--- config.mk ---
export PLATFORM = sky130hd
export DESIGN_NAME = pcra_front
export DESIGN_NICKNAME = d
export VERILOG_FILES = /design/src/design/pcra_pkg.sv /design/src/design/pcra_front.sv
export SDC_FILE = /design/constraint.sdc
export NUM_CORES = 1
export LEC_CHECK = 0
export ABC_AREA = 1
export BUFFER_PORTS_ARGS = -buffer_cell sky130_fd_sc_hd__buf_2
export CAP_MARGIN = 20
export CORE_MARGIN = 2
export CORE_UTILIZATION = 54
export CTS_CLUSTER_DIAMETER = 40
export CTS_CLUSTER_SIZE = 28
export DETAILED_ROUTE_END_ITERATION = 10
export PLACE_DENSITY = 0.77
export SETUP_SLACK_MARGIN = 0.05
export SYNTH_ARGS = -nofsm -noshare
export SYNTH_HDL_FRONTEND = slang
export SYNTH_SLANG_ARGS = --single-unit
--- constraint.sdc ---
create_clock -name clk -period 3.6 [get_ports clk]
set_clock_uncertainty 0.15 [all_clocks]
set_input_delay 0.18 -clock clk [delete_from_list [all_inputs] [get_ports clk]]
set_output_delay 0.18 -clock clk [all_outputs]
set_load 0.05 [all_outputs]
--- src/design/pcra_pkg.sv ---
// Shared types, constants and widths for the PWM capture ASCII report block.
// Used by every module of the block and by its checker; depends on nothing.
package pcra_pkg;

	// Sizing
	localparam int MAX_DIGITS  = 10;
	localparam int COUNT_WIDTH = 16;
	localparam int CLOCK_W     = 28;
	localparam int DIV_W       = CLOCK_W;
	localparam int DIV_STEP_W  = $clog2(DIV_W);
	localparam int DUTY_W      = 7;
	localparam int DUTY_NUM_W  = COUNT_WIDTH + DUTY_W;
	localparam int DIGIT_W     = 4;
	localparam int DIG_IDX_W   = $clog2(MAX_DIGITS);
	localparam int DIG_CNT_W   = $clog2(MAX_DIGITS + 1);
	localparam int QUEUE_DEPTH = 2;
	localparam int QPTR_W      = (QUEUE_DEPTH > 1) ? $clog2(QUEUE_DEPTH) : 1;
	localparam int QCNT_W      = $clog2(QUEUE_DEPTH + 1);

	// Divide by ten through a reciprocal: exact for dividends below 2^32
	localparam logic [31:0] RECIP_10    = 32'hCCCC_CCCD;
	localparam int          RECIP_SHIFT = 35;
	localparam int          PROD_W      = DIV_W + 32;

	// Constants
	localparam logic [CLOCK_W-1:0] CLOCK_HZ_RESET = CLOCK_W'(72000000);
	localparam logic [DUTY_W-1:0]  DUTY_FULL      = DUTY_W'(100);
	localparam logic [7:0]         DIGIT_BASE     = 8'd48;
	localparam logic [7:0]         NEWLINE_CHAR   = 8'd10;
	localparam logic               KIND_FREQ      = 1'b0;
	localparam logic               KIND_DUTY      = 1'b1;

	typedef struct packed {
		logic [COUNT_WIDTH-1:0] period_count;
		logic [COUNT_WIDTH-1:0] high_count;
	} capture_word_t;

	typedef struct packed {
		logic [7:0] ascii_char;
		logic       value_kind;
		logic       last_byte;
	} report_word_t;

	// One measured capture, handed from front to back
	typedef struct packed {
		logic [DIV_W-1:0]  freq;
		logic [DUTY_W-1:0] duty;
	} job_t;

	typedef enum logic [1:0] {
		F_IDLE,
		F_FREQ,
		F_DUTY,
		F_PUSH
	} front_state_t;

	typedef enum logic [1:0] {
		B_IDLE,
		B_CONV,
		B_EMIT,
		B_NL
	} back_state_t;

endpackage

--- src/design/pcra_front.sv ---
// Front end: takes capture words, drops zero periods, divides for frequency and duty.
// Holds the clock_hz register and a shared restoring divider; uses pcra_pkg.
module pcra_front (
	input  logic                     clk,
	input  logic                     arst_n,
	input  logic                     cfg_we,
	input  logic [pcra_pkg::CLOCK_W-1:0] cfg_data,
	input  logic                     capture_valid,
	output logic                     capture_ready,
	input  pcra_pkg::capture_word_t  capture,
	output logic                     push_valid,
	input  logic                     push_ready,
	output pcra_pkg::job_t           push_data
);

	pcra_pkg::front_state_t state_q, state_d;

	logic [pcra_pkg::CLOCK_W-1:0]    clock_hz_q;
	logic [pcra_pkg::COUNT_WIDTH-1:0] den_q;
	logic [pcra_pkg::COUNT_WIDTH-1:0] rem_q;
	logic [pcra_pkg::DIV_W-1:0]      num_q;
	logic [pcra_pkg::DIV_STEP_W-1:0] step_q;
	logic [pcra_pkg::DUTY_NUM_W-1:0] duty_num_q;
	logic                            sat_q;
	logic [pcra_pkg::DIV_W-1:0]      freq_q;
	logic [pcra_pkg::DUTY_W-1:0]     duty_q;

	logic [pcra_pkg::COUNT_WIDTH:0]  shifted;
	logic [pcra_pkg::COUNT_WIDTH:0]  diff;
	logic                            ge;
	logic [pcra_pkg::COUNT_WIDTH-1:0] rem_d;
	logic [pcra_pkg::DIV_W-1:0]      quo_d;
	logic                            last_step;
	logic                            accept;
	logic                            start;

	// One restoring division step: one quotient bit a cycle
	always_comb begin
		shifted   = {rem_q, num_q[pcra_pkg::DIV_W-1]};
		diff      = shifted - {1'b0, den_q};
		ge        = (shifted >= {1'b0, den_q});
		rem_d     = ge ? diff[pcra_pkg::COUNT_WIDTH-1:0] : shifted[pcra_pkg::COUNT_WIDTH-1:0];
		quo_d     = {num_q[pcra_pkg::DIV_W-2:0], ge};
		last_step = (step_q == pcra_pkg::DIV_STEP_W'(pcra_pkg::DIV_W - 1));
	end

	assign capture_ready = (state_q == pcra_pkg::F_IDLE);
	assign accept        = capture_valid && capture_ready;
	assign start         = accept && (capture.period_count != '0);
	assign push_valid    = (state_q == pcra_pkg::F_PUSH);
	assign push_data     = '{freq: freq_q, duty: duty_q};

	// Next state
	always_comb begin
		state_d = state_q;
		case (state_q)
			pcra_pkg::F_IDLE: begin
				if (start) state_d = pcra_pkg::F_FREQ;
			end
			pcra_pkg::F_FREQ: begin
				if (last_step) state_d = sat_q ? pcra_pkg::F_PUSH : pcra_pkg::F_DUTY;
			end
			pcra_pkg::F_DUTY: begin
				if (last_step) state_d = pcra_pkg::F_PUSH;
			end
			pcra_pkg::F_PUSH: begin
				if (push_ready) state_d = pcra_pkg::F_IDLE;
			end
			default: state_d = pcra_pkg::F_IDLE;
		endcase
	end

	// State and configuration register
	always_ff @(posedge clk or negedge arst_n) begin
		if (!arst_n) begin
			state_q    <= pcra_pkg::F_IDLE;
			clock_hz_q <= pcra_pkg::CLOCK_HZ_RESET;
		end else begin
			state_q <= state_d;
			if (cfg_we) clock_hz_q <= cfg_data;
		end
	end

	// Divider operands and results
	always_ff @(posedge clk) begin
		case (state_q)
			pcra_pkg::F_IDLE: begin
				if (start) begin
					den_q      <= capture.period_count;
					num_q      <= clock_hz_q;
					rem_q      <= '0;
					step_q     <= '0;
					duty_num_q <= pcra_pkg::DUTY_NUM_W'(capture.high_count)
						* pcra_pkg::DUTY_NUM_W'(pcra_pkg::DUTY_FULL);
					sat_q      <= (capture.high_count >= capture.period_count);
				end
			end
			pcra_pkg::F_FREQ: begin
				// Reload the divider for the duty, or advance one step
				if (last_step && !sat_q) begin
					num_q  <= pcra_pkg::DIV_W'(duty_num_q);
					rem_q  <= '0;
					step_q <= '0;
				end else begin
					rem_q  <= rem_d;
					num_q  <= quo_d;
					step_q <= step_q + 1'b1;
				end
				if (last_step) begin
					freq_q <= quo_d;
					if (sat_q) duty_q <= pcra_pkg::DUTY_FULL;
				end
			end
			pcra_pkg::F_DUTY: begin
				rem_q  <= rem_d;
				num_q  <= quo_d;
				step_q <= step_q + 1'b1;
				if (last_step) duty_q <= quo_d[pcra_pkg::DUTY_W-1:0];
			end
			default: begin
			end
		endcase
	end

endmodule

==> run_results.csv <==
group,metric,value,unit
status,status,"finished clean",
clock_network,clk_latency,0.43,ns
power_and_ir_drop,power_density,762.9,nW/um^2
placed_design,place_hpwl,15590,microns
layout,multi_input_area,4258,sq um
grt,grt_first_pass_wirelength,34790,microns
timing,rsz0062_at_grt,"false",
job,drv_cap,0,
detailed_routing,wl_per_cell,15.96,microns
timing,finalCriticalPeriod,3.285,ns
synthesis,synthFlopType,"edfxtp_1",
worst_setup_path,crit_type,"input pin to register",
timing,fmax,0.3044,GHz
synthesis,synthTopCellsByArea,"edfxtp_1 39%, ha_1 12%, nand2_1 6.9%",
placed_design,place_inst,1295,
worst_setup_path,r2r_slack,0.66,ns
power_and_ir_drop,ir_drop,0.0005258,V
layout,fin_util,0.6521,
synthesis,ys_seq_area_frac,0.4701,
timing,drv_slew,0,
power_and_ir_drop,p_leak,5.301,nW
timing,final-hold-violation-count,0,
die,dieArea,18500,sq um
worst_setup_path,critPathMaxFanout,5,
placed_design,pre_cts_ws,0.4689,ns
die,core,17180,sq um
clock_network,clkSinkCount,152,
timing,holdWs,0.01312,ns
timing,finalSetupTns,0,ns
synthesis,synthesis.nets,1151,
timing,timing.slew.headroom,0.4536,
clock_network,cts_tree,"done",
clock_network,root_buffer,"clkbuf_16",
detailed_routing,viasPerCell,5.295,
grt,overflow,0,
layout,final_cells,1375,
layout,antenna_cells,0,
clock_network,numCtsBuffers,17,
clock_network,clkTransAtPathRegs,0.07,ns
synthesis,syn_inst,984,
layout,layout-drive-gt1-share,0.1957,
worst_setup_path,crit_end,"duty_num_q[19]",
synthesis,syn_area,9409,sq um
grt,grt_pass1_vias,6907,
worst_setup_path,r2r_start,"state_q[0]",
worst_setup_path,crit_arrival,3.31,ns
detailed_routing,firstDrtPassIters,5,
worst_setup_path,startpoint_type,"input pin",
placed_design,io_buffers,101,
detailed_routing,drt-total-wl,21950,microns
synthesis,ys_types,42,
synthesis,async_flop_share,0.1974,
die,initial_core_util,0.5478,
timing,fin_ws,0.3151,ns
timing,worstMarginPinSlew,0.8187,ns
die,num_rows,48,
grt,grt_start_max_net_pins,37,
clock_network,clock_path_buffers,2,
timing,post-route-period-util,0.9125,
die,die_w,136,microns
detailed_routing,antenna_left,0,
clock_network,postCtsResizedCells,0,
layout,final_nets,1304,
synthesis,postSynthAreaPerCell,9.562,sq um
worst_setup_path,r2r-end,"num_q[27]",
synthesis,yosysWarnings,0,
worst_setup_path,cp-end-kind,"register",
die,pin_count,102,
worst_setup_path,r2r.worst_path.cells,8,
synthesis,synth_most_common_cell,"nand2_1",
synthesis,yosys.area.top_type,"edfxtp_1",
worst_hold_path,hp-class,"input pin to register",
layout,regArea,4423,sq um
clock_network,cts_setup_buffers,0,
clock_network,cts_max_level,4,
die,die_y,136,microns
timing,setup_viol,0,
grt,grt_use_total,0.2449,
worst_setup_path,cp_data_required_time,3.63,ns
detailed_routing,drc_errors,0,
layout,nFillCells,1378,
detailed_routing,drt_first_iter_violations,547,
placed_design,gp_congestion,0.9185,
layout,syn_to_final_growth,19.04,%
synthesis,yosys-top-cells-count,"174 x nand2_1, 152 x inv_1, 122 x edfxtp_1, 90 x ha_1, 84 x nor2_1",
synthesis,synth_seq_cells,152,
grt,antenna_found_initial,0,
detailed_routing,dr_total_vias,7280,
synthesis,synth_top_cell_area_share,0.3894,
synthesis,synth_edf_count,122,
worst_setup_path,startpoint,"capture[2]",
==> state kept, by name, indices dropped and copies added, names as in the netlist <==
signal and cells:
state_q 2, sat_q 1, den_q 16, clock_hz_q 28
rem_q 16, step_q 5, duty_q 7, freq_q 28
duty_num_q 21, num_q 28
==> area by class of cell <==
cell class / instances / share of cell area
clock buffer: 18 / 0.03832
clock inverter: 14 / 0.01251
inverter: 160 / 0.05384
multi-input combinational: 648 / 0.3801
sequential: 152 / 0.3949
tap: 225 / 0.02513
timing repair buffer: 158 / 0.09517
==> routing by layer <==
| layer | up-vias | track usage | wire length [microns] |
|---|---|---|---|
| li1 | 3592 | - | - |
| met1 | 3400 | 0.3376 | 10070 |
| met2 | 250 | 0.3928 | 10100 |
| met3 | 38 | 0.05108 | 1367 |
| met4 | 0 | 0.07002 | 414 |
| met5 | - | 0 | 0 |
==> cells in the final DEF (no fill, tap or decap), drive strengths merged, types with 12 or more instances in the layout <==
master / netlist / final
inv: 160 / 166
fa: 12 / 12
o21ai: 25 / 25
nand3b: 17 / 17
ha: 90 / 90
edfxtp: 122 / 122
buf: 14 / 110
mux2: 21 / 21
nand2: 181 / 181
nor2: 100 / 100
clkbuf: 10 / 18
dfrtp: 23 / 23
xor2: 20 / 20
a21oi: 80 / 80
o211ai: 19 / 19
or2: 19 / 19
nand3: 38 / 38
dlygate4sd3: 0 / 48
==> cell families after synthesis <==
| family | Yosys count | share of synthesized area |
|---|---|---|
| simple gates | 370 | 0.1807 |
| buf+inv | 184 | 0.07886 |
| flops | 152 | 0.4701 |
| compound gates | 132 | 0.07859 |
| fa+ha+maj | 102 | 0.1452 |
| xor+xnor | 23 | 0.02141 |
| mux | 21 | 0.02513 |
==> timing repair <==
action / in CTS / in global routing
setup endpoints to repair: 0 / 0
hold buffers: 48 / 0
hold endpoints to repair: 70 / 0
==> per-stage QoR <==
stage	cell area, sq um	power (mW)
2_1_floorplan	9413	5.848
3_3_place_gp	10150	6.653
3_5_place_dp	10150	6.750
4_1_cts	11200	8.556
5_1_grt	11200	9.157
6_report	11200	8.545
==> worst min-delay path by stage <==
| stage | slack, ns | endpoint | from | cells past startpoint |
|---|---|---|---|---|
| 3_5_place_dp | 0.14 | clock_hz_q[14] | arst_n | 1 |
| 5_1_grt | 0.01 | duty_num_q[5] | capture[3] | 2 |
| 3_3_place_gp | 0.13 | clock_hz_q[14] | arst_n | 1 |
| 2_1_floorplan | -0.27 | clock_hz_q[0] | arst_n | 0 |
| 4_1_cts | 0.005 | duty_num_q[5] | capture[3] | 2 |
| 6_report | 0.01 | duty_num_q[5] | capture[3] | 2 |
==> worst max-delay path, cell delays in order <==
cell           delay (ns)
dlygate4sd3_1        0.54
buf_2                0.16
ha_1                 0.30
ha_1                 0.32
fa_1                 0.46
ha_1                 0.37
a21oi_1              0.23
nand2_1              0.14
a21oi_1              0.26
nand3b_1             0.17
nand2_1              0.06
nand2_1              0.05
nand2_1              0.06
==> where the power goes <==
group,switching (mW),leakage (nW),internal (mW)
clock,0.757,0.271,0.967
combinational,2.48,3.51,1.34
sequential,0.283,1.52,2.71
(Power assumes the default switching activity.)
