$ cat src/design/pcra_pkg.sv
// Shared types, constants and widths for the PWM capture ASCII report block.
// Used by every module of the block and by its checker; depends on nothing.
package pcra_pkg;

	// Sizing
	localparam int MAX_DIGITS  = 10;
	localparam int COUNT_WIDTH = 16;
	localparam int CLOCK_W     = 28;
	localparam int DIV_W       = CLOCK_W;
	localparam int DIV_STEP_W  = $clog2(DIV_W);
	localparam int DUTY_W      = 7;
	localparam int DUTY_NUM_W  = COUNT_WIDTH + DUTY_W;
	localparam int DIGIT_W     = 4;
	localparam int DIG_IDX_W   = $clog2(MAX_DIGITS);
	localparam int DIG_CNT_W   = $clog2(MAX_DIGITS + 1);
	localparam int QUEUE_DEPTH = 2;
	localparam int QPTR_W      = (QUEUE_DEPTH > 1) ? $clog2(QUEUE_DEPTH) : 1;
	localparam int QCNT_W      = $clog2(QUEUE_DEPTH + 1);

	// Divide by ten through a reciprocal: exact for dividends below 2^32
	localparam logic [31:0] RECIP_10    = 32'hCCCC_CCCD;
	localparam int          RECIP_SHIFT = 35;
	localparam int          PROD_W      = DIV_W + 32;

	// Constants
	localparam logic [CLOCK_W-1:0] CLOCK_HZ_RESET = CLOCK_W'(72000000);
	localparam logic [DUTY_W-1:0]  DUTY_FULL      = DUTY_W'(100);
	localparam logic [7:0]         DIGIT_BASE     = 8'd48;
	localparam logic [7:0]         NEWLINE_CHAR   = 8'd10;
	localparam logic               KIND_FREQ      = 1'b0;
	localparam logic               KIND_DUTY      = 1'b1;

	typedef struct packed {
		logic [COUNT_WIDTH-1:0] period_count;
		logic [COUNT_WIDTH-1:0] high_count;
	} capture_word_t;

	typedef struct packed {
		logic [7:0] ascii_char;
		logic       value_kind;
		logic       last_byte;
	} report_word_t;

	// One measured capture, handed from front to back
	typedef struct packed {
		logic [DIV_W-1:0]  freq;
		logic [DUTY_W-1:0] duty;
	} job_t;

	typedef enum logic [1:0] {
		F_IDLE,
		F_FREQ,
		F_DUTY,
		F_PUSH
	} front_state_t;

	typedef enum logic [1:0] {
		B_IDLE,
		B_CONV,
		B_EMIT,
		B_NL
	} back_state_t;

endpackage

$ cat src/design/pcra_queue.sv
// Short job queue between front and back ends of the report block.
// Holds measured captures so each side stalls on its own; uses pcra_pkg.
module pcra_queue (
	input  logic           clk,
	input  logic           arst_n,
	input  logic           push_valid,
	output logic           push_ready,
	input  pcra_pkg::job_t push_data,
	output logic           pop_valid,
	input  logic           pop_ready,
	output pcra_pkg::job_t pop_data
);

	pcra_pkg::job_t                mem_q [pcra_pkg::QUEUE_DEPTH];
	logic [pcra_pkg::QPTR_W-1:0]   wr_ptr_q;
	logic [pcra_pkg::QPTR_W-1:0]   rd_ptr_q;
	logic [pcra_pkg::QCNT_W-1:0]   count_q;
	logic                          do_push;
	logic                          do_pop;

	assign push_ready = (count_q != pcra_pkg::QCNT_W'(pcra_pkg::QUEUE_DEPTH));
	assign pop_valid  = (count_q != '0);
	assign pop_data   = mem_q[rd_ptr_q];
	assign do_push    = push_valid && push_ready;
	assign do_pop     = pop_valid && pop_ready;

	// Advance pointers and occupancy
	always_ff @(posedge clk or negedge arst_n) begin
		if (!arst_n) begin
			wr_ptr_q <= '0;
			rd_ptr_q <= '0;
			count_q  <= '0;
		end else begin
			if (do_push) begin
				wr_ptr_q <= (wr_ptr_q == pcra_pkg::QPTR_W'(pcra_pkg::QUEUE_DEPTH - 1))
					? '0 : wr_ptr_q + 1'b1;
			end
			if (do_pop) begin
				rd_ptr_q <= (rd_ptr_q == pcra_pkg::QPTR_W'(pcra_pkg::QUEUE_DEPTH - 1))
					? '0 : rd_ptr_q + 1'b1;
			end
			case ({do_push, do_pop})
				2'b10:   count_q <= count_q + 1'b1;
				2'b01:   count_q <= count_q - 1'b1;
				default: count_q <= count_q;
			endcase
		end
	end

	// Store entries
	always_ff @(posedge clk) begin
		if (do_push) mem_q[wr_ptr_q] <= push_data;
	end

endmodule

$ cat config.mk
export PLATFORM = sky130hd
export DESIGN_NAME = pcra_queue
export DESIGN_NICKNAME = d
export VERILOG_FILES = /design/src/design/pcra_pkg.sv /design/src/design/pcra_queue.sv
export SDC_FILE = /design/constraint.sdc
export NUM_CORES = 1
export LEC_CHECK = 0
export ABC_AREA = 1
export BUFFER_PORTS_ARGS = -buffer_cell sky130_fd_sc_hd__buf_2
export CAP_MARGIN = 30
export CORE_MARGIN = 3
export CORE_UTILIZATION = 37
export DETAILED_ROUTE_END_ITERATION = 6
export HOLD_SLACK_MARGIN = 0.12
export SYNTH_ARGS = -nofsm -noshare
export SYNTH_HDL_FRONTEND = slang
export SYNTH_SLANG_ARGS = --single-unit
export TNS_END_PERCENT = 1
$ cat constraint.sdc
create_clock -name clk -period 3.05 [get_ports clk]
set_input_delay 0.305 -clock clk [delete_from_list [all_inputs] [get_ports clk]]
set_output_delay 0.305 -clock clk [all_outputs]
set_load 0.02 [all_outputs]
==> results.md, run 1 <==
* Outcome: completed
* Clock buffer depth at 2
* Clock skew at roughly 0.0064 ns
* PostCTS Resize Cnt at 0
* CTS tree: done
* Reg2reg end: mem_q[0][21]
* Clk pwr share at 22.2%
* Final setup viols at 0
* Comb power frac at 35.3%
* Die Y at 93.8 um
* Core Area at ~0.0074 mm^2
* Commonest non-fill, non-tap cell in the layout: nand2_1
* Syn_nets at 252
* Initial Util at about two fifths
* Final net count at 335
* Most frequent cells in the layout: nand2_1, buf_2, edfxtp_1
* Synthesized area at about 0.0029 mm^2
* CTS Root Cell: clkbuf_8
* Post-DP HPWL at around 3300 um
* 1st-iter DRT viols at 33
* Required @ worst endpoint at ~2.7 ns
* Worst Setup End Kind: primary output
* Pwr/cell area at slightly above 1000 mW/mm^2
* Die Footprint at roughly 0.009 mm^2
* Rel. slew slack at between 40% and 50%
* Num rows at 31
* Net Sw Frac at ~38%
* Global-route wire length before repair at 8070 um
* Crit path time final at between 2 and 2.5 ns
* Cell count after synthesis at 212
* Hold Crit Depth at 1
* Post-synth cell types at 18
* Max cap viols at 0
* Register bit total from synthesis at 74
* Reg2Reg Setup Slack at 1.27 ns
* Sequential-to-total area share from yosys stat at about 77%
* CTS Hold Buffers Added at 1
* Routed wire per std cell at roughly 13 um
* WL final at 5080 um
* Final hold vios at 0
* TNS Setup at 0 ns
* Final core occ at 47.8%
* FMAX at 448 MHz
* Worst skew pair latency at approximately 0.33 ns
* GR Overflow Total at 0
* CTS clk-pin slew, worst paths at roughly 0.080 ns
* Initial antenna violation count at 0
* Diode count at 0
* Slowest stage delay, CP at about 0.91 ns
* Gr usage total at about an eighth
* RSZ-0062 raised after global routing: no
* Fin. max-slew vios at 0
* Worst path slowest cell: dfrtp_1
* Largest net degree at the start of global routing at 37
* Crit-path most repeated cell: nand2_1
* Avg Vias per Cell at 4.31
* Synth Warn # at 0
* PortBufs at 75
* Remaining DRCs at 0
* CP cell instances: buf_4 > nand2_1 > nand2_1 > buf_2
* Clock H-tree levels at 3
* Min-delay src: push_data[22]
* Die width at between 90 and 100 um
* Clock buffer count from CTS at 9
* # Post-CTS Setup Buffers at 0
* ANT nets after route at 0
* Drt pass-1 iters at 4
* FF-to-FF path depth at 5
* Leakage at roughly 1.5 nW
* Max VDD drop at 0.000391 V
* Worst-Margin Slew at approximately 0.88 ns
* Ratio of cells with drive above 1 in the final layout at 36.0%
* Hold WC Path Type: primary input to register
* NetSw at ~1.3 mW
* Crit share post-route at about three quarters
* IO Count at 76
* Crit path launch type: register
* Vias at 1,720
* Syn Area/Cell at 13.5 um^2
* Synth-to-layout area growth at 23.4%
* Reg power frac at between 40% and 50%
* GP Congestion at 0.687
* Reg-to-Reg Start: count_q[0]
* CP max FO at 22
* Worst Path Arrival at slightly below 2 ns
* Sink Count at 74
* Internal power at 2.22 mW
* Setup CP Type: register to primary output
* Hold EP: mem_q[0][22]
* Number of global-route vias before repair at ~1,700
registers in the layout, indices dropped and copies added, names as in the netlist:
name      count
mem_q        70
wr_ptr_q      1
rd_ptr_q      1
count_q       2
power by group through the flow:
| stage | Combinational (mW) | Sequential (mW) | Clock [mW] |
|---|---|---|---|
| 3_3_place_gp | 1.28 | 1.53 | 0 |
| 2_1_floorplan | 0.974 | 1.47 | 0 |
| 6_report | 1.25 | 1.51 | 0.787 |
| 3_5_place_dp | 1.29 | 1.54 | 0 |
| 5_1_grt | 1.41 | 1.54 | 0.842 |
| 4_1_cts | 1.29 | 1.51 | 0.811 |
Yosys cell counts, drive strengths merged:
| cell type | n | share of area, % |
|---|---|---|
| buf | 7 | 2.8 |
| dfrtp | 4 | 3.5 |
| ha | 1 | 0.44 |
| a21oi | 1 | 0.18 |
| inv | 7 | 1.2 |
| nor2 | 3 | 0.66 |
| nand3 | 2 | 0.35 |
| nand2 | 115 | 17 |
| xnor2 | 1 | 0.31 |
| nand4 | 1 | 0.22 |
| edfxtp | 70 | 74 |
cells by family after synthesis:
logic type / share of synthesized area (%)
AOI/OAI and AO/OA: 0.175
xor gates and xnor gates: 0.307
adders and majority gates: 0.439
buffers and inverters: 3.99
DFF: 77.2
and+or+nand+nor: 17.9
worst max-delay path: cells and delay by family (launching register included):
kind | cells | cell delay (ns)
flip-flops | 1 | 0.91
AND/OR/NAND/NOR | 2 | 0.16
buffers and inverters | 2 | 0.52
area by class of cell:
class                   count  area [um^2]
fillers                   688         3850
flip-flops and latches     74         2200
multi-input cells         124          543
repair buffers             79          408
clock buffers              10          128
well taps                  99          124
clock inverters             6         81.3
inverters                   7         33.8
per-stage QoR:
stage	area, um^2	power, mW	setup WS, ns	cells	hold slack [ns]
2_1_floorplan	2850	2.45	0.522	212	0.00941
3_3_place_gp	3300	2.81	1.15	382	0.120
3_5_place_dp	3300	2.83	1.11	382	0.125
4_1_cts	3520	3.62	0.738	399	0.135
5_1_grt	3520	3.80	0.613	399	0.143
6_report	3520	3.55	0.816	399	0.155
worst max-delay path by stage:
stage,slack (ns),from,end,cells past startpoint
finish,0.82,rd_ptr_q,pop_data[34],4
global placement,1.15,rd_ptr_q,pop_data[20],4
floorplan,0.52,count_q[0],mem_q[0][0],4
detailed placement,1.11,rd_ptr_q,pop_data[34],4
global route,0.61,rd_ptr_q,pop_data[25],4
CTS,0.74,rd_ptr_q,pop_data[34],4
per-layer routing:
layer	track usage (%)	up-vias	routed length, um
li1	-	874	-
met1	15.4	781	2270
met2	19.3	55	2380
met3	4.25	10	357
met4	5.78	0	78
met5	0	-	0
Power figures use the tool's default switching activity.
==> run 2, diff against run 1 <==
clock period = 1.8 ns   (was 3.05 ns; I/O delays follow)
==> run 2 against run 1 <==
  * Global-route usage grew 0.45 points
  * Count of clock-buffer cells in the layout grew 1
  * Highest routed layer unchanged
  * Critical path depth is the same
  * Clock skew shrank 0.0019 ns
  * Cell count grew 9.5%
  * Critical endpoint is now pop_data[16]
  * Routed wire length grew 5.6%
  * Non-clock buffer count grew 39
==> results.md, run 2 (synthesis gave the netlist of run 1 again) <==
* Crit path time final at about 1.6 ns
* Crit share post-route at 87.3%
* IO Count at 76 (unchanged)
* Leakage at 1.69 nW (+10%)
* Ratio of cells with drive above 1 in the final layout at 32.5% (-3.5 points)
* Pre-CTS setup slack at 0.400 ns (-0.707 ns)
* Gr usage total at 12.8% (+0.45 points)
* PortBufs at 75 (unchanged)
* WL final at 5360 um (+5.6%)
* Largest register FFs at 70 (unchanged)
* Routed wire per std cell at 12.3 um (-3.6%)
* Die width at 93.8 um (unchanged)
* CTS Root Cell: clkbuf_8
* 1st-iter DRT viols at 53 (+61%)
* Die Y at 93.8 um (unchanged)
* Worst Setup End Kind: primary output
* Worst skew pair latency at 0.33 ns (about the same)
* Most frequent cells in the layout: nand2_1, buf_2, edfxtp_1
* ANT nets after route at 0 (unchanged)
* Reg2Reg Setup Slack at 0.41 ns (-0.86 ns)
* GR Overflow Total at 0 (unchanged)
* Reg-to-Reg Start: count_q[1]
* Max VDD drop at 0.000764 V (+95%)
* Outcome: completed
* RSZ-0062 raised after global routing: no
* Final worst slack at 0.228 ns (-0.588 ns)
* CTS clk-pin slew, worst paths at 0.06 ns (-0.02 ns)
* Met2 wire length at 2640 um (+11%)
* Setup CP Type: register to primary output
* Final net count at 374 (+12%)
* Synth-to-layout area growth at 36.4%
* FMAX at 636 MHz
* Core Area at 0.00737 mm^2 (unchanged)
* Diode count at 0 (unchanged)
* Clock buffer count from CTS at 9 (unchanged)
* Rel. slew slack at 80.4% (+39 points)
* Largest Register: mem_q
* Clock buffer depth at 2 (unchanged)
* Die Footprint at 0.00880 mm^2 (unchanged)
* CP Launch Point: rd_ptr_q
* Sink Count at 74 (unchanged)
* Min-delay src: pop_ready
* GP Congestion at 0.645 (-6.1%)
* Pwr/cell area at 1570 mW/mm^2 (+55%)
* Clock H-tree levels at 3 (unchanged)
* Detail Route met3 WL at 356 um (-0.28%)
* # Post-CTS Setup Buffers at 0 (unchanged)
* Final hold vios at 0 (unchanged)
* Initial Util at 38.7% (unchanged)
* CP max FO at 15 (-32%)
* CTS tree: done
* Hold WC Path Type: primary input to register
* Worst Path Arrival at 1.39 ns (-0.54 ns)
* Clock skew at 0.00454 ns (-0.00189 ns)
* Initial antenna violation count at 0 (unchanged)
* Num rows at 31 (unchanged)
* TNS Setup at 0 ns (unchanged)
* Largest net degree at the start of global routing at 37 (unchanged)
* Biggest regs: mem_q: 70 flops, count_q: 2 flops
* Worst-Margin Slew at 0.293 ns (-0.591 ns)
* Post-Route M1 WL at 2260 um (-0.31%)
* Avg Vias per Cell at 4.22 (-2.2%)
* Number of global-route vias before repair at 1,772 (+5.6%)
* Required @ worst endpoint at 1.62 ns (-1.12 ns)
* Crit path launch type: register
* Post-DP HPWL at 3360 um (+3.2%)
* Max cap viols at 0 (unchanged)
* Drt pass-1 iters at 4 (unchanged)
* Commonest non-fill, non-tap cell in the layout: nand2_1
* Remaining DRCs at 0 (unchanged)
* Fin. max-slew vios at 0 (unchanged)
* Final setup viols at 0 (unchanged)
* Global-route wire length before repair at 8310 um (+3.0%)
* Top Layer Used: met4
* Vias at 1,843 (+7.2%)
-- run 2: cell count changes in the layout (fill, tap and decap cells not counted), sizes merged --
cell / before / now
dlygate4sd3: 1 / 36
buf: 78 / 82
clkinv: 4 / 2
clkbuf: 10 / 11
-- run 2: path summary, 6_finish.rpt --
path                           endpoint  cells after the start
min reg2reg                  count_q[0]                      1
max in group asynchronous      rd_ptr_q                      2
max reg2reg                  count_q[1]                      9
max                        pop_data[16]                      4
min                            rd_ptr_q                      3
min in group asynchronous    count_q[0]                      2
-- run 2: worst max-delay path: stages (launching register included) --
cell and delay [ns]:
dfrtp_1 0.47, buf_4 0.27, nand2_1 0.08, nand2_1 0.08
buf_2 0.16
-- run 2: metal layers --
metal | GRT usage (%) | vias to the layer above
met5 | 0 | -
met4 | 6.50 | 0
met3 | 3.77 | 10
met2 | 21.5 | 62
met1 | 14.8 | 817
li1 | - | 954
-- run 2: repair_timing --
item	in CTS	in global routing
hold buffers	36	0
endpoints found under the hold margin	74	0
resized for setup	0	0
-- run 2: report_power, final --
| part | internal [mW] | switching, mW | leakage (nW) | total [mW] |
|---|---|---|---|---|
| logic | 0.729 | 1.57 | 0.893 | 2.30 |
| clock network | 0.765 | 0.542 | 0.0985 | 1.31 |
| registers | 2.35 | 0.139 | 0.699 | 2.49 |
-- run 2: layout make-up --
| class | count | area, um^2 |
|---|---|---|
| Fill cell | 660 | 3480 |
| Sequential cell | 74 | 2200 |
| Timing Repair Buffer | 118 | 788 |
| Multi-Input combinational cell | 124 | 543 |
| Clock buffer | 11 | 131 |
| Tap cell | 99 | 124 |
| Clock inverter | 4 | 67.6 |
| Inverter | 7 | 33.8 |
-- run 2: stage by stage --
step / power (mW) / cell area (um^2) / hold slack, ns / instances / utilization [%]
final: 6.10 / 3890 / 0.123 / 437 / 52.8
after global routing: 6.48 / 3890 / 0.134 / 437 / 52.8
after CTS: 6.22 / 3890 / 0.122 / 437 / 52.8
after detailed placement: 4.84 / 3330 / -0.00538 / 386 / 45.2
after global placement: 4.80 / 3330 / -0.00468 / 386 / 45.2
after floorplan: 4.15 / 2860 / -0.116 / 212 / -
